`src/hdl/pca_pkg.sv`:
```
package pca_pkg;

	// Limits and field widths.
	localparam int MAX_VERTICES = 1024;
	localparam int MIN_VERTICES = 3;
	localparam int COORD_W      = 16;
	localparam int STATUS_W     = 2;
	localparam int TOL_W        = 32;
	localparam int AREA_OUT_W   = 34;

	// Internal arithmetic widths.
	localparam int CROSS_W   = 2 * COORD_W + 1;
	localparam int EDGE_W    = COORD_W + 1;
	localparam int PROD_W    = CROSS_W + EDGE_W;
	localparam int AREA_W    = 44;
	localparam int SUM_W     = 62;
	localparam int DIVISOR_W = AREA_W + 2;
	localparam int QUOT_W    = COORD_W;

	// Record queue between the accumulating front end and the finishing back end.
	localparam int QUEUE_DEPTH = 4;
	localparam int QIDX_W      = $clog2(QUEUE_DEPTH);
	localparam int LVL_W       = $clog2(QUEUE_DEPTH + 1);

	// Result status codes.
	localparam logic [STATUS_W-1:0] STATUS_OK    = 2'd0;
	localparam logic [STATUS_W-1:0] STATUS_COUNT = 2'd1;
	localparam logic [STATUS_W-1:0] STATUS_DEGEN = 2'd2;

	// One finished polygon, as handed from the front end to the back end.
	typedef struct packed {
		logic                     ok;
		logic signed [AREA_W-1:0] area;
		logic signed [SUM_W-1:0]  sum_x;
		logic signed [SUM_W-1:0]  sum_y;
	} poly_rec_t;

endpackage

```
`src/hdl/pca_queue.sv`:
```
module pca_queue (
	input  logic                          clk,
	input  logic                          arst_n,
	input  logic                          push,
	input  pca_pkg::poly_rec_t            push_rec,
	input  logic                          pop,
	output pca_pkg::poly_rec_t            head_rec,
	output logic                          empty,
	output logic [pca_pkg::LVL_W-1:0]     level
);

	pca_pkg::poly_rec_t               mem_q [pca_pkg::QUEUE_DEPTH];
	logic [pca_pkg::QIDX_W-1:0]       wr_ptr_q, rd_ptr_q;
	logic [pca_pkg::LVL_W-1:0]        level_q;

	// Entry storage; the writer never pushes into a full queue.
	always_ff @(posedge clk) begin
		if (push) begin
			mem_q[wr_ptr_q] <= push_rec;
		end
	end

	// Pointers wrap at the queue depth.
	always_ff @(posedge clk or negedge arst_n) begin
		if (!arst_n) begin
			wr_ptr_q <= '0;
			rd_ptr_q <= '0;
			level_q  <= '0;
		end else begin
			if (push) begin
				wr_ptr_q <= (wr_ptr_q == pca_pkg::QIDX_W'(pca_pkg::QUEUE_DEPTH - 1)) ? '0
					: wr_ptr_q + pca_pkg::QIDX_W'(1);
			end
			if (pop) begin
				rd_ptr_q <= (rd_ptr_q == pca_pkg::QIDX_W'(pca_pkg::QUEUE_DEPTH - 1)) ? '0
					: rd_ptr_q + pca_pkg::QIDX_W'(1);
			end
			if (push && !pop) begin
				level_q <= level_q + pca_pkg::LVL_W'(1);
			end else if (pop && !push) begin
				level_q <= level_q - pca_pkg::LVL_W'(1);
			end
		end
	end

	assign head_rec = mem_q[rd_ptr_q];
	assign empty    = (level_q == '0);
	assign level    = level_q;

endmodule

```
`config.mk`:
```
export PLATFORM = sky130hd
export DESIGN_NAME = pca_queue
export DESIGN_NICKNAME = d
export VERILOG_FILES = /design/src/hdl/pca_pkg.sv /design/src/hdl/pca_queue.sv
export SDC_FILE = /design/constraint.sdc
export NUM_CORES = 1
export LEC_CHECK = 0
export BUFFER_PORTS_ARGS = -buffer_cell sky130_fd_sc_hd__buf_2
export CORE_ASPECT_RATIO = 0.6
export CORE_UTILIZATION = 43
export DETAILED_ROUTE_END_ITERATION = 6
export PLACE_DENSITY = 0.6
export SLEW_MARGIN = 20
export SYNTH_ARGS = -nofsm -noshare
export SYNTH_HDL_FRONTEND = slang
export SYNTH_SLANG_ARGS = --single-unit
```
`constraint.sdc`:
```
create_clock -name clk -period 6.19 [get_ports clk]
set_clock_uncertainty 0.15 [all_clocks]
set_input_delay 0 -clock clk [delete_from_list [all_inputs] [get_ports clk]]
set_output_delay 0 -clock clk [all_outputs]
set_load 0.02 [all_outputs]
```
Word-level counts from Yosys, hierarchy flattened
Memories as Yosys holds them, arrays and structs flattened.
Cells that the tools add are included.
{"block": "totals", "regBits": 7, "in_bits": 173, "mem_bits_rw": 676, "memories": 1, "elab_cells": 22, "out_inout_bits": 173}
{"memory": "mem_q", "words": 4, "width": 169, "rd": 1, "rd_ports_with_merged_regs": 0, "write_ports": 1, "line_no": "pca_queue.sv:12", "text": "pca_pkg::poly_rec_t mem_q [pca_pkg::QUEUE_DEPTH];"}
{"block": "classes", "mux": 6, "n_addsub": 4, "n_reduce_logical": 6, "n_eq_ne": 2}
{"cell": "3-bit 2-to-1 mux", "n": 2}
{"cell": "2-bit by 1-bit adder with 2-bit output (second input constant)", "n": 2}
{"cell": "2-bit == test (second input constant)", "n": 2}
{"cell": "2-bit 2-to-1 mux", "n": 2}
{"cell": "3-bit by 1-bit adder with 3-bit output (second input constant)", "n": 1}
{"cell": "3-bit zero test", "n": 1}
{"cell": "3-bit by 1-bit subtractor with 3-bit output (second input constant)", "n": 1}
{"cell": "1-bit logical AND", "n": 2}
{"cell": "1-bit zero test", "n": 2}
{"cell": "1-bit 2-to-1 mux", "n": 2}
{"cell": "2-bit nonzero test", "n": 1}

Longest topological paths before layout
Gate-level depths: netlist of run 1.
{"block": "logic_depth", "ltp_word": 4, "depth_mapped": 7, "depth_no_buf": 7}

Least setup slack after synthesis of run 1
OpenSTA, ideal clock, no wires.
{"block": "synth_timing", "path_kind": "register to register", "startpoint": "reg wr_ptr_q[0] (netlist name)", "endpoint": "mem mem_q[0][0] (netlist name), enable pin", "stages_incl_launch_ff": 4, "period_less_slack_ns": 5.178, "setup_ns": 0.549, "slack_ns": 1.012, "n_path_buf": 0, "arrival_time_ns": 4.479, "required_time_ns": 5.491, "path_cell_list": "dfrtp_1 > inv_1 > ha_1 > and2_1"}
{"element": "start, declared", "line_no": "pca_queue.sv:13", "text": "logic [pca_pkg::QIDX_W-1:0] wr_ptr_q, rd_ptr_q;"}
{"element": "start signal, assigned", "line_no": "pca_queue.sv:31", "text": "wr_ptr_q <= (wr_ptr_q == pca_pkg::QIDX_W'(pca_pkg::QUEUE_DEPTH - 1)) ? '0"}
{"element": "end, declared", "line_no": "pca_queue.sv:12"}
Straight into the memory's write port.

==> flow_metrics.tcl, run 1 <==
set metrics [dict create \
    yosysWarnings 0 \
    fin_setup_tns_ns 0 \
    hold_path_class "input pin to flop" \
    antenna_left 0 \
    reg2regPathDepth 4 \
    crit_start "rd_ptr_q[0]" \
    layout.cells.most_common "edfxtp_1" \
    status "finished, final reports clean" \
    synth_seq_cells 683 \
    syn_avg_cell_area_um2 26.9 \
    fin_nets 1813 \
    grt_pass1_wl_mm 78.3 \
    preCtsSetupSlack_ns 3.29 \
    grtUsageTotal_pct 17.6 \
    place_area_um2 27300 \
    ys_types 17 \
    finalNonFillerCells 2443 \
    core-area_um2 56300 \
    maxCapViolCount 0 \
    drv_slew 0 \
    start_util_pct 44.0 \
    clk_latency_ns 0.62 \
    io_pins 346 \
    min_from "push_rec[121]" \
    routed_wl_mm 50.7 \
    final_util_pct 58.1 \
    tritoncts "yes" \
    via_count 12200 \
    post-route-drc-count 0 \
    antenna_found_initial 3 \
    die_area_um2 58600 \
    die_w_um 312 \
    crit_path_cell_trace "buf_4 > mux4_2 > buf_2" \
    first_pass_iters 5 \
    cts_buffers 61 \
    tightest_slew_ns 0.955 \
    rsz0062_at_grt "no" \
    root_buffer "clkbuf_16" \
    synthesis.area_um2 24800 \
    reg2reg_slack_ns 3.50 \
    setup_violations 0 \
    synth_cells 919 \
    hold_viol_final 0 \
    layout-drive-gt1-share_pct 36.9 \
    die_h_um 188 \
    fin_crit_sh_pct 55.4 \
    min_path_cells 2 \
    cts_setup_buffers 0 \
    cp_data_arrival_time_ns 3.28 \
    area_growth_pct 32.3 \
    drt_iter0_markers 873 \
    crit_type "flop to output pin" \
    period_minus_slack_ns 3.43 \
    required_ns 6.04 \
    path_delay_family "flip-flops" \
    globalplace.congestion 0.703 \
    total_power_mw 14.5 \
    critPathMaxFanout 47 \
    crit_cells 3 \
    vias_per_cell 4.99 \
    ys_seq_area_share_pct 82.7 \
    hpwl_mm 27.2 \
    synth_fp_nets 1099 \
    r2r_end "mem_q[0][93]" \
    htreeDepth 2 \
    endpoint_kind "output pin" \
    max_freq_mhz 291 \
    port_buffers 345 \
    grt_pass1_vias 13200 \
    min_to "mem_q[2][121]" \
    cts_sinks 683 \
    num_rows 67 \
    clock_path_buffers 3 \
    power_leakage_nw 11.3 \
    final_cell_mix "edfxtp_1, buf_2, dlygate4sd3_1, mux4_2, clkbuf_16" \
    clk_pin_slew_ns 0.07 \
    r2r_start "wr_ptr_q[0]" \
    relSlewSlack_pct 36.3 \
    power.density_nw_per_um2 443 \
    start_kind "flop" \
    cpMaxStageDelayCell "dfrtp_4" \
    setup_ws_ns 2.76 \
    cts_resized 0 \
    dp.cells 1994 \
    hold_buffers 335 \
    grt-ovfl-total 0 \
    irDropWorstVdd_mv 0.411 \
    cpPeakStageDelay_ns 1.05 \
    grt_max_degree 123 \
    cp_num_buf_inv 2 \
    wl_per_cell_um 20.8 \
    hold_ws_ns 0.0638 \
    final_area_um2 32800 \
]
[synthesized netlist by cell type (all sizes together)]
master    n  share of area [%]
fa        1              0.081
dfrtp     7               0.71
inv       4              0.061
edfxtp  676                 82
nand2     2              0.030
xor2      2              0.071
and2      4               0.10
mux2      3               0.14
xnor2     1              0.035
nor3      1              0.020
mux4    169                 15
buf      31               0.90
ha        6               0.30
clkbuf    7               0.11
nor2      3              0.045
o21ai     2              0.040
[kinds of logic (layout without fill, tap and decap cells)]
group	count (synthesis)	after routing	share of synthesized area, %
AO/OA/AOI/OAI	2	2	0.0404
XOR/XNOR	3	3	0.106
adder cells (fa/ha/maj)	7	7	0.384
buffers and inverters	42	804	1.07
flip-flops	683	683	82.7
multiplexers	172	172	15.5
other	0	3	0
AND/OR/NAND/NOR	10	10	0.197
[metal layers]
layer	track usage [%]	share of wire [%]	vias up
met1	24.6	44	6379
met2	28.1	48	307
met4	4.34	1.6	2
met3	4.40	6.2	60
met5	0	0.026	-
li1	-	-	5438
[how the worst max path moves through the flow]
stage,to,slack (ns)
after detailed placement,head_rec[102],3.29
after CTS,head_rec[109],2.57
after global routing,head_rec[42],2.45
final,head_rec[109],2.76
after global placement,head_rec[42],3.31
after floorplan,mem_q[0][0],1.01
[where the power goes]
part | internal (mW) | switching, mW | leakage (nW)
sequential | 5.93 | 0.318 | 6.29
clock | 2.23 | 1.64 | 0.981
combinational | 1.85 | 2.56 | 4.01
total | 10.0 | 4.52 | 11.3
[area by class of cell]
cell class / count / area [µm²]
antenna: 3 / 7.51
clock buffer: 70 / 1600
clock inverter: 41 / 442
fill: 4184 / 23600
inverter: 4 / 15.0
multi-input combinational: 194 / 4030
sequential: 683 / 20500
tap: 759 / 950
timing repair buffer: 689 / 5220
[flip-flops by register name (all words and copies together), names as in the netlist]
name	flops
level	3
rd_ptr_q	2
mem_q	676
wr_ptr_q	2
(Power assumes the default switching activity.)
==> run 2, diff against run 1 <==
--- a/config.mk
+++ b/config.mk
@@ -5,11 +5,12 @@
 export SDC_FILE = /design/constraint.sdc
 export NUM_CORES = 1
 export LEC_CHECK = 0
+export ABC_AREA = 1
 export BUFFER_PORTS_ARGS = -buffer_cell sky130_fd_sc_hd__buf_2
 export CORE_ASPECT_RATIO = 0.6
 export CORE_UTILIZATION = 43
 export DETAILED_ROUTE_END_ITERATION = 6
-export PLACE_DENSITY = 0.6
+export PLACE_DENSITY = 0.62
 export SLEW_MARGIN = 20
 export SYNTH_ARGS = -nofsm -noshare
 export SYNTH_HDL_FRONTEND = slang
==> constraint.sdc (replaced) <==
create_clock -name clk -period 2.9 [get_ports clk]
set_clock_uncertainty 0.15 [all_clocks]
set_input_delay 0 -clock clk [delete_from_list [all_inputs] [get_ports clk]]
set_output_delay 0 -clock clk [all_outputs]
set_load 0.02 [all_outputs]
==> run 2 against run 1 <==
Cell count up 45%. First-iteration DRC count up 19%. Critical path depth up 3.
==> flow_metrics.tcl, run 2 <==
set metrics [dict create \
    status "finished, final reports clean" \
    start_util_pct 43.6 \
    ys_seq_area_share_pct 74.9 \
    fin_setup_tns_ns 0 \
    antenna_found_initial 3 \
    clock_path_buffers 3 \
    synthAdderAreaFrac_pct 0.348 \
    grt-ovfl-total 0 \
    clk_latency_ns 0.58 \
    globalplace.congestion 0.744 \
    first_pass_iters 7 \
    clk_pin_slew_ns 0.06 \
    required_ns 2.75 \
    setup_violations 0 \
    power.density_nw_per_um2 940 \
    rsz0062_at_grt "no" \
    max_flop_register "mem_q" \
    yosys.area_share.xor_xnor_pct 0.0320 \
    yosys.area_share.simple_pct 7.26 \
    path_delay_family "buffers and inverters" \
    yosysMostFrequentCell "edfxtp_1" \
    reg2regPathDepth 5 \
    hold_ws_ns 0.0348 \
    antenna_left 0 \
    synth_enable_flop_cells 676 \
    core-area_um2 62700 \
    cp_data_arrival_time_ns 2.57 \
    post-route-drc-count 0 \
    grt_max_degree 120 \
    htreeDepth 3 \
    cpPeakStageDelay_ns 0.45 \
    yosysWarnings 0 \
    ys.flop_type "edfxtp_1" \
    wl_per_cell_um 16.9 \
    ys_types 20 \
    via_count 17000 \
    hold_path_class "input pin to flop" \
    preCtsSetupSlack_ns 0.695 \
    die_w_um 327 \
    io_pins 346 \
    synth_seq_cells 683 \
    die_h_um 197 \
    crit_path_cell_trace "inv_8 > buf_12 > nand2_1 > o211ai_1 > nand2_1 > buf_2" \
    largest_reg_flops 676 \
    root_buffer "clkbuf_16" \
    hold_buffers 280 \
    crit_type "flop to output pin" \
    grt_pass1_vias 16900 \
    fin_crit_sh_pct 93.9 \
    synth_top_area_cell "edfxtp_1" \
    start_kind "flop" \
    synth_cells 2023 \
    drt_iter0_markers 1042 \
    num_rows 71 \
    layout.cells.most_common "edfxtp_1" \
    vias_per_cell 4.82 \
    hold_viol_final 0 \
    synth_compound_area_share_pct 9.72 \
    hpwl_mm 33.6 \
    port_buffers 345 \
    cts_buffers 66 \
    power_leakage_nw 14.0 \
    cts_resized 0 \
    area_growth_pct 27.6 \
    die_area_um2 64600 \
    period_minus_slack_ns 2.72 \
    synth_fp_nets 2203 \
    synth_top_area_share_pct 74.3 \
    tightest_slew_ns 0.699 \
    setup_ws_ns 0.178 \
    cts_setup_buffers 0 \
    routed_wl_mm 59.8 \
    grtUsageTotal_pct 18.4 \
    crit_cells 6 \
    fin_nets 2825 \
    endpoint_kind "output pin" \
    crit_top_cell "nand2_1" \
    max_freq_mhz 367 \
    cp_num_buf_inv 3 \
    cts_sinks 683 \
    syn_avg_cell_area_um2 13.5 \
    maxCapViolCount 0 \
    relSlewSlack_pct 53.4 \
    tritoncts "yes" \
    synth_top_family_by_area "compound AO/OA/AOI/OAI gates" \
    final_util_pct 55.6 \
    synth_area_leaders "edfxtp_1, o211ai_1, nand2_1" \
    drv_slew 0 \
    irDropWorstVdd_mv 0.650 \
    final_cell_mix "edfxtp_1, nand2_1, buf_2, inv_1, o211ai_1" \
    layout-drive-gt1-share_pct 19.0 \
    critPathMaxFanout 119 \
    fillers 5084 \
    synthesis.area_um2 27300 \
    min_path_cells 2 \
    grt_pass1_wl_mm 91.9 \
    synthMuxAreaShare_pct 0 \
    ys_top_cells_by_count "edfxtp_1, nand2_1, inv_1, o211ai_1, buf_2" \
    async_flop_share_pct 1.02 \
    cpMaxStageDelayCell "dfrtp_1" \
]
## run 2: worst paths after layout
| kind | from | endpoint | slack, ns |
|---|---|---|---|
| min in group asynchronous | arst_n | level[1] | 0.22 |
| setup reg to reg | wr_ptr_q[0] | mem_q[0][138] | 0.74 |
| hold reg to reg | level[2] | level[2] | 0.42 |
| hold / removal | push_rec[111] | mem_q[1][111] | 0.03 |
| setup / recovery | rd_ptr_q[0] | head_rec[11] | 0.18 |
| max in group asynchronous | arst_n | rd_ptr_q[1] | 2.10 |
## run 2: logic make-up after synthesis
family	Yosys count
flip-flops	683
AO/OA/AOI/OAI	342
adder cells (fa/ha/maj)	7
AND/OR/NAND/NOR	527
buffers and inverters	463
XOR/XNOR	1
## run 2: power by group
part	switching, mW	total (mW)	internal [mW]	leakage (nW)
logic	7.92	11.5	3.53	6.70
registers	0.376	13.0	12.6	6.29
clock network	3.53	8.31	4.78	1.01
total	11.8	32.8	20.9	14.0
## run 2: layout make-up
| type | count | area, µm² | share of cell area [%] |
|---|---|---|---|
| Timing Repair Buffer | 666 | 5150 | 14.8 |
| Antenna cell | 3 | 7.51 | 0.0215 |
| Multi-Input combinational cell | 877 | 4760 | 13.7 |
| Clock buffer | 87 | 1820 | 5.23 |
| Sequential cell | 683 | 20500 | 58.7 |
| Inverter | 351 | 1350 | 3.86 |
| Tap cell | 839 | 1050 | 3.01 |
| Clock inverter | 28 | 238 | 0.682 |
## run 2: routing by layer
layer | GRT usage [%] | share of wire, % | up-vias
met3 | 3.97 | 5.1 | 107
met5 | 0 | 0.047 | -
met4 | 5.94 | 2.5 | 4
li1 | - | - | 8359
met2 | 31.0 | 48 | 380
met1 | 23.9 | 44 | 8188
## run 2: per-stage QoR
step	power [mW]	instances	cell area (µm²)
after global routing	34.5	3531	34800
after floorplan	20.9	2023	27400
after detailed placement	24.5	3136	30000
after CTS	33.2	3531	34800
final	32.8	3534	34900
after global placement	24.3	3136	30000
