`config.mk`:
```
export PLATFORM = sky130hd
export DESIGN_NAME = pca_back
export DESIGN_NICKNAME = d
export VERILOG_FILES = /design/src/hdl/pca_pkg.sv /design/src/hdl/pca_div.sv /design/src/hdl/pca_back.sv
export SDC_FILE = /design/constraint.sdc
export NUM_CORES = 1
export LEC_CHECK = 0
export ABC_CLOCK_PERIOD_IN_PS = 28500
export BUFFER_PORTS_ARGS = -buffer_cell sky130_fd_sc_hd__clkbuf_2
export CAP_MARGIN = 20
export CELL_PAD_IN_SITES_DETAIL_PLACEMENT = 0
export CELL_PAD_IN_SITES_GLOBAL_PLACEMENT = 1
export CORE_UTILIZATION = 45
export DETAILED_ROUTE_END_ITERATION = 8
export GPL_TIMING_DRIVEN = 0
export PLACE_DENSITY = 0.83
export SLEW_MARGIN = 20
export SYNTH_ARGS = -nofsm -noshare
export SYNTH_HDL_FRONTEND = slang
export SYNTH_SLANG_ARGS = --single-unit
```
`constraint.sdc`:
```
create_clock -name clk -period 28.5 [get_ports clk]
set_input_delay 5.7 -clock clk [delete_from_list [all_inputs] [get_ports clk]]
set_output_delay 5.7 -clock clk [all_outputs]
set_load 0.005 [all_outputs]
```
`src/hdl/pca_pkg.sv`:
```
package pca_pkg;

	// Limits and field widths.
	localparam int MAX_VERTICES = 1024;
	localparam int MIN_VERTICES = 3;
	localparam int COORD_W      = 16;
	localparam int STATUS_W     = 2;
	localparam int TOL_W        = 32;
	localparam int AREA_OUT_W   = 34;

	// Internal arithmetic widths.
	localparam int CROSS_W   = 2 * COORD_W + 1;
	localparam int EDGE_W    = COORD_W + 1;
	localparam int PROD_W    = CROSS_W + EDGE_W;
	localparam int AREA_W    = 44;
	localparam int SUM_W     = 62;
	localparam int DIVISOR_W = AREA_W + 2;
	localparam int QUOT_W    = COORD_W;

	// Record queue between the accumulating front end and the finishing back end.
	localparam int QUEUE_DEPTH = 4;
	localparam int QIDX_W      = $clog2(QUEUE_DEPTH);
	localparam int LVL_W       = $clog2(QUEUE_DEPTH + 1);

	// Result status codes.
	localparam logic [STATUS_W-1:0] STATUS_OK    = 2'd0;
	localparam logic [STATUS_W-1:0] STATUS_COUNT = 2'd1;
	localparam logic [STATUS_W-1:0] STATUS_DEGEN = 2'd2;

	// One finished polygon, as handed from the front end to the back end.
	typedef struct packed {
		logic                     ok;
		logic signed [AREA_W-1:0] area;
		logic signed [SUM_W-1:0]  sum_x;
		logic signed [SUM_W-1:0]  sum_y;
	} poly_rec_t;

endpackage

```
`src/hdl/pca_div.sv`:
```
module pca_div (
	input  logic                               clk,
	input  logic                               arst_n,
	input  logic                               start,
	input  logic [pca_pkg::SUM_W-1:0]          dividend,
	input  logic [pca_pkg::DIVISOR_W-1:0]      divisor,
	output logic                               done,
	output logic [pca_pkg::QUOT_W-1:0]         quot
);

	localparam int DSH_W  = pca_pkg::DIVISOR_W + pca_pkg::QUOT_W - 1;
	localparam int STEP_W = $clog2(pca_pkg::QUOT_W);

	logic                         busy_q;
	logic                         done_q;
	logic [STEP_W-1:0]            step_q;
	logic [pca_pkg::SUM_W-1:0]    rem_q;
	logic [DSH_W-1:0]             dsh_q;
	logic [pca_pkg::QUOT_W-1:0]   quot_q;
	logic                         ge;

	// One restoring step: does the shifted divisor fit into the remainder?
	assign ge = rem_q >= pca_pkg::SUM_W'(dsh_q);

	// Step counter and completion pulse.
	always_ff @(posedge clk or negedge arst_n) begin
		if (!arst_n) begin
			busy_q <= 1'b0;
			done_q <= 1'b0;
			step_q <= '0;
		end else begin
			done_q <= !start && busy_q && (step_q == '0);
			if (start) begin
				busy_q <= 1'b1;
				step_q <= STEP_W'(pca_pkg::QUOT_W - 1);
			end else if (busy_q) begin
				if (step_q == '0) begin
					busy_q <= 1'b0;
				end else begin
					step_q <= step_q - STEP_W'(1);
				end
			end
		end
	end

	// Remainder, shifted divisor and quotient bits, most significant bit first.
	always_ff @(posedge clk) begin
		if (start) begin
			rem_q  <= dividend;
			dsh_q  <= {divisor, {(pca_pkg::QUOT_W-1){1'b0}}};
			quot_q <= '0;
		end else if (busy_q) begin
			if (ge) begin
				rem_q <= rem_q - pca_pkg::SUM_W'(dsh_q);
			end
			quot_q <= {quot_q[pca_pkg::QUOT_W-2:0], ge};
			dsh_q  <= dsh_q >> 1;
		end
	end

	assign done = done_q;
	assign quot = quot_q;

endmodule

```
`src/hdl/pca_back.sv`:
```
module pca_back (
	input  logic                                  clk,
	input  logic                                  arst_n,
	input  logic [pca_pkg::TOL_W-1:0]             area_tol,
	input  logic                                  q_empty,
	input  pca_pkg::poly_rec_t                    q_head,
	output logic                                  q_pop,
	output logic                                  out_valid,
	input  logic                                  out_stall,
	output logic [pca_pkg::STATUS_W-1:0]          status,
	output logic signed [pca_pkg::COORD_W-1:0]    centroid_x,
	output logic signed [pca_pkg::COORD_W-1:0]    centroid_y,
	output logic signed [pca_pkg::AREA_OUT_W-1:0] signed_area
);

	localparam logic [2:0] ST_IDLE  = 3'd0;
	localparam logic [2:0] ST_PREP  = 3'd1;
	localparam logic [2:0] ST_CLASS = 3'd2;
	localparam logic [2:0] ST_START = 3'd3;
	localparam logic [2:0] ST_DIV   = 3'd4;
	localparam logic [2:0] ST_FIN   = 3'd5;

	localparam int AW = pca_pkg::AREA_W;
	localparam int OW = pca_pkg::AREA_OUT_W;
	localparam int SW = pca_pkg::SUM_W;
	localparam int CW = pca_pkg::COORD_W;

	logic [2:0]                        state_q;
	logic                              out_valid_q;
	pca_pkg::poly_rec_t                rec_q;
	logic [AW-1:0]                     mag_q;
	logic [OW-1:0]                     area_sat_q;
	logic [pca_pkg::STATUS_W-1:0]      status_q;
	logic [pca_pkg::DIVISOR_W-1:0]     dvsr_q;
	logic [SW-1:0]                     numx_q, numy_q;
	logic                              negx_q, negy_q;
	logic [pca_pkg::STATUS_W-1:0]      status_out_q;
	logic [CW-1:0]                     cent_x_q, cent_y_q;
	logic [OW-1:0]                     area_out_q;

	logic                              area_neg;
	logic [AW-1:0]                     area_abs;
	logic                              area_fits;
	logic [OW-1:0]                     area_sat;
	logic                              out_free;
	logic                              div_start;
	logic                              done_x, done_y;
	logic [pca_pkg::QUOT_W-1:0]        quot_x, quot_y;

	// Magnitude of a signed sum.
	function automatic logic [SW-1:0] mag_of(input logic [SW-1:0] v);
		mag_of = v[SW-1] ? (~v + SW'(1)) : v;
	endfunction

	// Signed Q8.8 centroid from a quotient magnitude; a set top bit means overflow.
	function automatic logic [CW-1:0] signed_quot(input logic [pca_pkg::QUOT_W-1:0] q,
		input logic neg);
		logic [CW-1:0] r;
		if (q[pca_pkg::QUOT_W-1]) begin
			r = neg ? {1'b1, {(CW-1){1'b0}}} : {1'b0, {(CW-1){1'b1}}};
		end else begin
			r = neg ? (~CW'(q) + CW'(1)) : CW'(q);
		end
		return r;
	endfunction

	// Area magnitude and saturation to the output width.
	assign area_neg  = rec_q.area[AW-1];
	assign area_abs  = area_neg ? (~rec_q.area + AW'(1)) : rec_q.area;
	assign area_fits = (&rec_q.area[AW-1:OW-1]) || !(|rec_q.area[AW-1:OW-1]);
	assign area_sat  = area_fits ? rec_q.area[OW-1:0]
		: (area_neg ? {1'b1, {(OW-1){1'b0}}} : {1'b0, {(OW-1){1'b1}}});

	assign out_free  = !out_valid_q || !out_stall;
	assign q_pop     = (state_q == ST_IDLE) && !q_empty;
	assign div_start = (state_q == ST_START);

	// Two restoring dividers, one per axis, run side by side.
	pca_div u_div_x (
		.clk      (clk),
		.arst_n   (arst_n),
		.start    (div_start),
		.dividend (numx_q),
		.divisor  (dvsr_q),
		.done     (done_x),
		.quot     (quot_x)
	);

	pca_div u_div_y (
		.clk      (clk),
		.arst_n   (arst_n),
		.start    (div_start),
		.dividend (numy_q),
		.divisor  (dvsr_q),
		.done     (done_y),
		.quot     (quot_y)
	);

	// Sequencer and output valid.
	always_ff @(posedge clk or negedge arst_n) begin
		if (!arst_n) begin
			state_q     <= ST_IDLE;
			out_valid_q <= 1'b0;
		end else begin
			if ((state_q == ST_FIN) && out_free) begin
				out_valid_q <= 1'b1;
			end else if (out_valid_q && !out_stall) begin
				out_valid_q <= 1'b0;
			end
			case (state_q)
				ST_IDLE: begin
					if (!q_empty) begin
						state_q <= ST_PREP;
					end
				end
				ST_PREP: begin
					state_q <= rec_q.ok ? ST_CLASS : ST_FIN;
				end
				ST_CLASS: begin
					state_q <= (mag_q <= AW'(area_tol)) ? ST_FIN : ST_START;
				end
				ST_START: begin
					state_q <= ST_DIV;
				end
				ST_DIV: begin
					if (done_x && done_y) begin
						state_q <= ST_FIN;
					end
				end
				ST_FIN: begin
					if (out_free) begin
						state_q <= ST_IDLE;
					end
				end
				default: begin
					state_q <= ST_IDLE;
				end
			endcase
		end
	end

	// Working registers and the output beat.
	always_ff @(posedge clk) begin
		case (state_q)
			ST_IDLE: begin
				if (!q_empty) begin
					rec_q <= q_head;
				end
			end
			ST_PREP: begin
				if (rec_q.ok) begin
					mag_q      <= area_abs;
					area_sat_q <= area_sat;
				end else begin
					status_q   <= pca_pkg::STATUS_COUNT;
					area_sat_q <= '0;
				end
			end
			ST_CLASS: begin
				if (mag_q <= AW'(area_tol)) begin
					status_q <= pca_pkg::STATUS_DEGEN;
				end else begin
					status_q <= pca_pkg::STATUS_OK;
				end
				dvsr_q <= pca_pkg::DIVISOR_W'(mag_q) + pca_pkg::DIVISOR_W'({mag_q, 1'b0});
				numx_q <= mag_of(rec_q.sum_x);
				numy_q <= mag_of(rec_q.sum_y);
				negx_q <= rec_q.sum_x[SW-1] ^ area_neg;
				negy_q <= rec_q.sum_y[SW-1] ^ area_neg;
			end
			ST_FIN: begin
				if (out_free) begin
					status_out_q <= status_q;
					area_out_q   <= area_sat_q;
					cent_x_q <= (status_q == pca_pkg::STATUS_OK) ? signed_quot(quot_x, negx_q) : '0;
					cent_y_q <= (status_q == pca_pkg::STATUS_OK) ? signed_quot(quot_y, negy_q) : '0;
				end
			end
			default: begin
			end
		endcase
	end

	assign out_valid   = out_valid_q;
	assign status      = status_out_q;
	assign centroid_x  = cent_x_q;
	assign centroid_y  = cent_y_q;
	assign signed_area = area_out_q;

endmodule

```
After elaboration in Yosys (flattened, before gate mapping):

Index checks and enable logic that the tools add are counted.

* bits of input ports: 205
* bits in registers: 783
* output and inout bits: 70

* $lt $le $gt $ge: 3
* bitwise operators: 8
* add/sub/neg operators: 10
* equality and inequality tests: 11
* reductions and logical operators: 36
* multiplexer cells: 44

Operators by type and width (number)
* 2-to-1 mux 62 bit: 6
* 2-to-1 mux 61 bit: 6
* adder 62 x 1 -> 62 bit (second input constant): 2
* greater-or-equal comparator 62 x 61 -> 1 bit: 2
* inverter 62 bit: 2
* subtractor 62 x 61 -> 62 bit: 2
* 2-to-1 mux 16 bit: 6
* 2-to-1 mux 34 bit: 2
* adder 44 x 45 -> 46 bit: 1
* adder 44 x 2 -> 44 bit (second input constant): 1
* less-or-equal comparator 44 x 32 -> 1 bit: 1
* inverter 44 bit: 1
* 2-to-1 mux 43 bit: 1
* adder 16 x 1 -> 16 bit (second input constant): 2
* inverter 16 bit: 2
* 2-to-1 mux 4 bit: 6
* case mux 3 bit (6 select lines): 1
* AND reduction 2 bit: 8
* 2-to-1 mux 3 bit: 5
* nonzero test 2 bit: 6
* AND reduction 11 bit: 1
* OR reduction 11 bit: 1
* logical AND 1 bit: 8
* logical NOT 4 bit: 2
* other kinds (16): 37

Longest topological paths before layout:

Gate-level depths: netlist of the first run.

* depth in word-level cells: 4
* depth in mapped cells: 15
* mapped depth without buffers: 15

By module:

Synthesis of the first run repeated with hierarchy kept, for this count alone.

* cell total of the unflattened synthesis: 4056
* area total of the unflattened synthesis: 43325.3 µm²

By module, submodules not included
* pca_back: cells an instance 1738, instances 1, area each 23157.2 µm²
* pca_div at u_div_y: cells an instance 1202, instances 1, area each 10232.3 µm²
* pca_div at u_div_x: cells an instance 1116, instances 1, area each 9935.8 µm²

Least setup slack after synthesis of the first run:

Ideal clock, no wire load.

* path type: input to output
* start point: in q_empty
* end point: out q_pop
* arrival time: 21.688 ns
* cell stages on the path: 1
* path slack: 1.112 ns
* buffers on the path: 0
* data required time: 22.800 ns
* path through: nor4_1

* longest elaborated chain between the ends: 2

RTL lines
* from (decl): line pca_back.sv:5 `input logic q_empty,`
* logical NOT 1 bit
* logical AND 1 bit: line pca_back.sv:75 `assign q_pop = (state_q == ST_IDLE) && !q_empty;`
* to (decl): line pca_back.sv:7 `output logic q_pop,`

No other way between the ends.

Final worst setup path of the first run:

Ends and elaborated chain as after synthesis.

==> impl_metrics.toml, run 1 <==
[run_status]
status = "finished, final reports clean"

[detailed_routing]
routed_via_density = 5.55
wl_per_cell_um = 19.1
dr.first_iter.drc_count = 2447
first_pass_iters = 5
drcViolationCount = 0
drtAntennaViolNets = 0
vias = 29900
wirelength_um = 103000

[synth]
synthesis.area_mm2 = 0.0415
ys.flop_type = "edfxtp_1"
synth_cell_types = 68
async_reset_ff_share_pct = 2.04
ys_ff_latch = 783
yosys_warnings = 0
syn_avg_cell_area_um2 = 11.1
synth_nets = 4153
syn-instance-count = 3730
synth-edff-count = 705
ys_seq_area_share_pct = 54.9

[cells_and_area]
nets = 4562
area_growth_pct = 14.8
final_common_cell = "edfxtp_1"
drive_gt1_share_pct = 11.9
final_cell_mix = "edfxtp_1, a21oi_1, nor2_1, clkbuf_2, o21ai_0"

[sta]
rsz0062_at_grt = "false"
whs_ps = 416
skew_ps = 38.2
fin_ws_ps = 12680
finalCriticalPeriod_ps = 15820
drv_slew = 0
setup_violations = 0
worst_pin_slew_ps = 1120
fmax_ghz = 0.0632
final_hold_viol_count = 0
relSlewSlack_pct = 25.1
fin_crit_sh_pct = 55.5

[pwr]
ir_worst_vdd_mv = 0.0751
netSwitchingPower_mw = 2.50
p_clk_share_pct = 17.6
power_frac_seq_pct = 34.1
p_int_mw = 3.75
powerDensity_mw_per_mm2 = 131
sw_frac_of_total_pct = 40.0
power_frac_comb_pct = 48.3
p_leak_nw = 18.6

[cts]
clockBufferDepth = 3
worstSkewPairLatency_ps = 670
cts_buffers = 87
cts_tree = "yes"
ctsResizeCount = 0
cts.sinks = 783
root_buffer = "clkbuf_16"
cts_setup_buffers = 0
htree_levels = 3
cts.clk_slew.worst_paths_ps = 60
ctsHoldBuffers = 0

[critical_path]
r2r_slack_ps = 23240
crit_fanout = 9
cp.arrival_ps = 10120
worst_r2r_path_depth = 17
reg2reg_to = "rec_q[1]$_DFFE_PP_"
crit_type = "input port to primary output"
worst_setup_path_start_kind = "input port"
endpoint = "q_pop"
crit_required_ps = 22800
endpoint_kind = "primary output"
timing.rr.start = "state_q[1]$_DFFE_PN0P_"
crit_start = "q_empty"

[grt]
grt_remaining_overflow = 0
gr-usage-all-layers_pct = 21.9
antenna_found_initial = 1
grt_pass1_vias = 28800
grt_pass1_wl_um = 159000
grt_max_degree = 93

[min_path]
hold_class = "register to register"
hold_depth = 0

[placement]
preCtsSetupSlack_ps = 12650
portBuffers = 274
routabilityCongestion = 0.926
dp_hpwl_um = 79500

[floorplanning]
core_area_mm2 = 0.0915
die_w_um = 306
die_area_mm2 = 0.0935
ios = 275
core.rowCount = 111
initial_core_util_pct = 45.4
die_y_um = 306

[run]
cap_violations = 0
## kinds of logic after synthesis
family | count (synthesis) | share of synthesized area, %
buffers and inverters | 382 | 3.45
XOR/XNOR | 322 | 6.79
multiplexers | 64 | 1.55
AO/OA/AOI/OAI | 1052 | 16.1
adder cells (fa/ha/maj) | 218 | 6.62
AND/OR/NAND/NOR | 909 | 10.5
flip-flops | 783 | 54.9
## area by class of cell
cell class                 count  area (um^2)
sequential                   783        22800
timing repair buffer         320         1800
antenna                        1         2.50
clock inverter                54          484
fill                        8060        43800
multi-input combinational   2565        17300
tap                         1186         1480
inverter                     231          875
buffer                       151          568
clock buffer                 102         2310
## worst max-delay path: stages
cell and delay [ps]:
clkbuf_2 100, nor4_2 630, buf_4 300, buf_2 180, buf_2 220, buf_4 200
buf_2 210, buf_2 240, buf_2 230, buf_2 240, buf_2 250, buf_2 250
buf_2 250, buf_2 240, buf_2 240, buf_2 240, buf_2 230, clkbuf_2 140
## metal layers
layer | wire [um] | global-route usage, % | vias to the layer above
met5 | 0 | 0 | -
met2 | 50300 | 37.4 | 828
met1 | 44000 | 28.4 | 14300
met4 | 3290 | 7.43 | 0
li1 | - | - | 14700
met3 | 5590 | 3.11 | 191
## metrics by stage
stage          setup TNS [ps]  util (%)  power (mW)  cells  cell area [um^2]
2_1_floorplan               0         -        4.36   3730             41500
3_3_place_gp          -156900      48.5        5.12   5190             44400
3_5_place_dp                0      49.0        5.12   5235             44900
4_1_cts                     0      52.1        6.25   5391             47700
5_1_grt                     0      52.1        6.68   5393             47700
6_report                    0      52.1        6.25   5393             47700
## how the worst min path moves through the flow
stage	start	endpoint
6_report	area_sat_q[16]$_SDFFCE_PN0N_	signed_area[16]$_DFFE_PP_
2_1_floorplan	area_sat_q[0]$_SDFFCE_PN0N_	signed_area[0]$_DFFE_PP_
3_3_place_gp	area_sat_q[8]$_SDFFCE_PN0N_	signed_area[8]$_DFFE_PP_
3_5_place_dp	area_sat_q[25]$_SDFFCE_PN0N_	signed_area[25]$_DFFE_PP_
4_1_cts	area_sat_q[16]$_SDFFCE_PN0N_	signed_area[16]$_DFFE_PP_
5_1_grt	area_sat_q[22]$_SDFFCE_PN0N_	signed_area[22]$_DFFE_PP_
## state kept, by name, summed over array words and instances, names as in the netlist, 2 cells and up
signal and count:
rec_q 168, numx_q 62, numy_q 62, u_div_x.rem_q 62
u_div_y.rem_q 62, u_div_x.dsh_q 61, u_div_y.dsh_q 61, dvsr_q 46
mag_q 44, area_sat_q 34, signed_area 34, centroid_x 16
centroid_y 16, u_div_x.quot 16, u_div_y.quot 16, u_div_x.step_q 4
u_div_y.step_q 4, state_q 3, status 2, status_q 2
## synthesized netlist by cell type (all sizes together) (26+ instances only)
cell / n / area (um^2)
a21o: 131 / 983
a21oi: 306 / 1530
a22o: 90 / 788
and3: 26 / 163
clkbuf: 142 / 533
dfxtp: 62 / 1240
edfxtp: 705 / 21200
ha: 215 / 2690
inv: 230 / 863
mux2i: 63 / 631
nand2: 235 / 882
nand2b: 32 / 200
nand3: 48 / 240
nand4: 47 / 294
nor2: 299 / 1120
nor3: 45 / 225
o21ai: 259 / 1300
o21bai: 26 / 195
o31ai: 58 / 449
o41ai: 26 / 228
or3: 49 / 334
or4: 32 / 251
xnor2: 250 / 2190
xor2: 72 / 631
## power groups by stage
stage               sequential, mW  clock [mW]  combinational [mW]
detailed placement            2.15           0                2.98
global placement              2.24           0                2.87
CTS                           2.13        1.12                3.00
finish                        2.13        1.10                3.02
floorplan                     2.13           0                2.23
global route                  2.16        1.16                3.36
Note: power is estimated with default switching activity, not from simulation.
==> inputs of run 2 (changes only) <==
- ABC_CLOCK_PERIOD_IN_PS: 28500 -> 14200
- clock period: 28.5 -> 14.2 ns (I/O delays scaled with it)
==> run 2 against run 1 <==
Against the previous run:
- clock skew shrank 11 ps
- sequential power is 100% higher
- global-route usage increased by 0.20 points
- clock-buffer cell count rose by 9
- core utilization rose by 0.11 points
- sequential share of layout area shrank 0.10 points
- critical path depth decreased by 6
- flip-flop and latch count did not move
- non-clock buffer count shrank 11
- wire length grew 0.66%
- critical path type unchanged
- critical endpoint unchanged
- largest cell class unchanged
- largest power group unchanged
==> impl_metrics.toml, run 2 (same netlist as run 1, synthesis figures left out) <==
[pwr]
p_clk_share_pct = 18.0
ir_worst_vdd_mv = 0.184
powerDensity_mw_per_mm2 = 264
p_int_mw = 7.61
power_frac_seq_pct = 33.8
netSwitchingPower_mw = 5.03
power_frac_comb_pct = 48.2
p_leak_nw = 18.6
sw_frac_of_total_pct = 39.8
total_power_mw = 12.6

[cts]
root_buffer = "clkbuf_16"
cts.sinks = 783
cts_buffers = 87
worstSkewPairLatency_ps = 660
cts_setup_buffers = 0
cts_tree = "yes"
clockBufferDepth = 3
ctsResizeCount = 0
cts.clk_slew.worst_paths_ps = 60
ctsHoldBuffers = 0
htree_levels = 3

[detailed_routing]
wl_per_cell_um = 19.3
drtAntennaViolNets = 0
first_pass_iters = 5
dr.first_iter.drc_count = 2433
wirelength_um = 104000
vias = 29900
drcViolationCount = 0
routed_via_density = 5.55

[critical_path]
cp_num_buf_inv = 11
crit_type = "input port to primary output"
crit_fanout = 15
worst_setup_path_start_kind = "input port"
cp.arrival_ps = 5180
crit_required_ps = 11360
max_stage_delay_ps = 250
endpoint_kind = "primary output"
path_common_cell = "buf_6"
crit_family = "buffers and inverters"
worstPathCellList = "clkbuf_2 > nor4_4 > buf_6 > buf_6 > buf_4 > buf_6 > buf_4 > buf_4 > buf_4 > buf_6 > buf_6 > clkbuf_2"
crit_slowest_cell = "buf_4"

[grt]
grt-busiest-layer = "met2"
globalRouteMet2Util_pct = 37.6
grt_remaining_overflow = 0
grtUsageMet1_pct = 28.6
grt_pass1_vias = 29200
grt_pass1_wl_um = 161000
antenna_found_initial = 4
use_met3_pct = 3.38
gr-usage-all-layers_pct = 22.1
grt_max_degree = 102

[sta]
skew_ps = 27.3
fin_crit_sh_pct = 56.5
final_hold_viol_count = 0
worst_pin_slew_ps = 1200
relSlewSlack_pct = 20.1
tns_ps = 0
rsz0062_at_grt = "false"
fmax_ghz = 0.125
drv_slew = 0
setup_violations = 0
finalCriticalPeriod_ps = 8020

[run]
cap_violations = 0

[floorplanning]
ios = 275
initial_core_util_pct = 45.4
core.rowCount = 111
die_w_um = 306
core_area_mm2 = 0.0915
die_y_um = 306
die_area_mm2 = 0.0935

[cells_and_area]
drive_gt1_share_pct = 11.6
area_growth_pct = 15.1
n_fill_cell = 8033
largest_reg_flops = 168
regMostFlops = "rec_q"
nets = 4551
final_cell_mix = "edfxtp_1, a21oi_1, nor2_1, clkbuf_2, o21ai_0"
final_common_cell = "edfxtp_1"

[min_path]
hold_class = "register to register"

[placement]
portBuffers = 274
routabilityCongestion = 0.916
dp_hpwl_um = 80000

[run_status]
status = "finished, final reports clean"
## run 2: metal layers
metal | up-vias | routed length [um] | part of all wire (%)
li1 | 14600 | - | -
met1 | 14200 | 44400 | 43
met2 | 805 | 50300 | 48
met3 | 185 | 5670 | 5.5
met4 | 2 | 3500 | 3.4
met5 | - | 13 | 0.013
## run 2: stage by stage
step	hold slack [ps]	cell area (um^2)	cells	setup slack, ps	utilization, %
after floorplan	400	41500	3730	3280	-
after global placement	402	44400	5190	158	48.5
after detailed placement	405	44900	5225	6120	49.1
after CTS	415	47800	5384	6100	52.2
after global routing	420	47800	5386	5900	52.2
final	412	47800	5386	6180	52.2
## run 2: area by class of cell
| cell class | count | area, um^2 | area share, % |
|---|---|---|---|
| Tap cell | 1186 | 1480 | 3.11 |
| Antenna cell | 2 | 5.00 | 0.0105 |
| Clock inverter | 48 | 507 | 1.06 |
| Timing Repair Buffer | 309 | 1800 | 3.77 |
| Inverter | 231 | 875 | 1.83 |
| Clock buffer | 111 | 2380 | 4.98 |
| Buffer | 151 | 568 | 1.19 |
| Multi-Input combinational cell | 2565 | 17400 | 36.3 |
| Sequential cell | 783 | 22800 | 47.7 |
## run 2: power groups by stage
stage               registers [mW]  logic [mW]  clock network (mW)
floorplan                     4.23        4.48                   0
global placement              4.43        5.78                   0
CTS                           4.27        6.05                2.32
global route                  4.34        6.78                2.40
finish                        4.27        6.09                2.28
detailed placement            4.31        6.01                   0
## run 2: worst register-to-register path: stages (launching register included)
cell and delay [ps]:
edfxtp_1 350, inv_1 60, ha_1 140, inv_1 50
fa_1 400, a21o_1 230, a31oi_1 190, o21ai_0 130
a21oi_1 240, o21ai_0 240, a31oi_1 450, o31ai_1 230
a21oi_1 430, o211ai_1 250, o211ai_1 620, nand2_4 300
buf_16 290
## run 2: worst paths after layout
| path | from | end | slack (ps) | cells past startpoint |
|---|---|---|---|---|
| min in group asynchronous | arst_n | state_q[1]$_DFFE_PN0P_ | 2110 | 1 |
| worst min register to register | area_sat_q[30]$_SDFFCE_PN0N_ | signed_area[30]$_DFFE_PP_ | 410 | 0 |
| worst max register to register | u_div_x.rem_q[0]$_DFFE_PP_ | u_div_x.rem_q[48]$_DFFE_PP_ | 9250 | 16 |
| worst max-delay path | q_empty | q_pop | 6180 | 12 |
| worst min-delay path | area_sat_q[30]$_SDFFCE_PN0N_ | signed_area[30]$_DFFE_PP_ | 410 | 0 |
| max in group asynchronous | arst_n | u_div_x.step_q[0]$_DFFE_PN0P_ | 11790 | 1 |
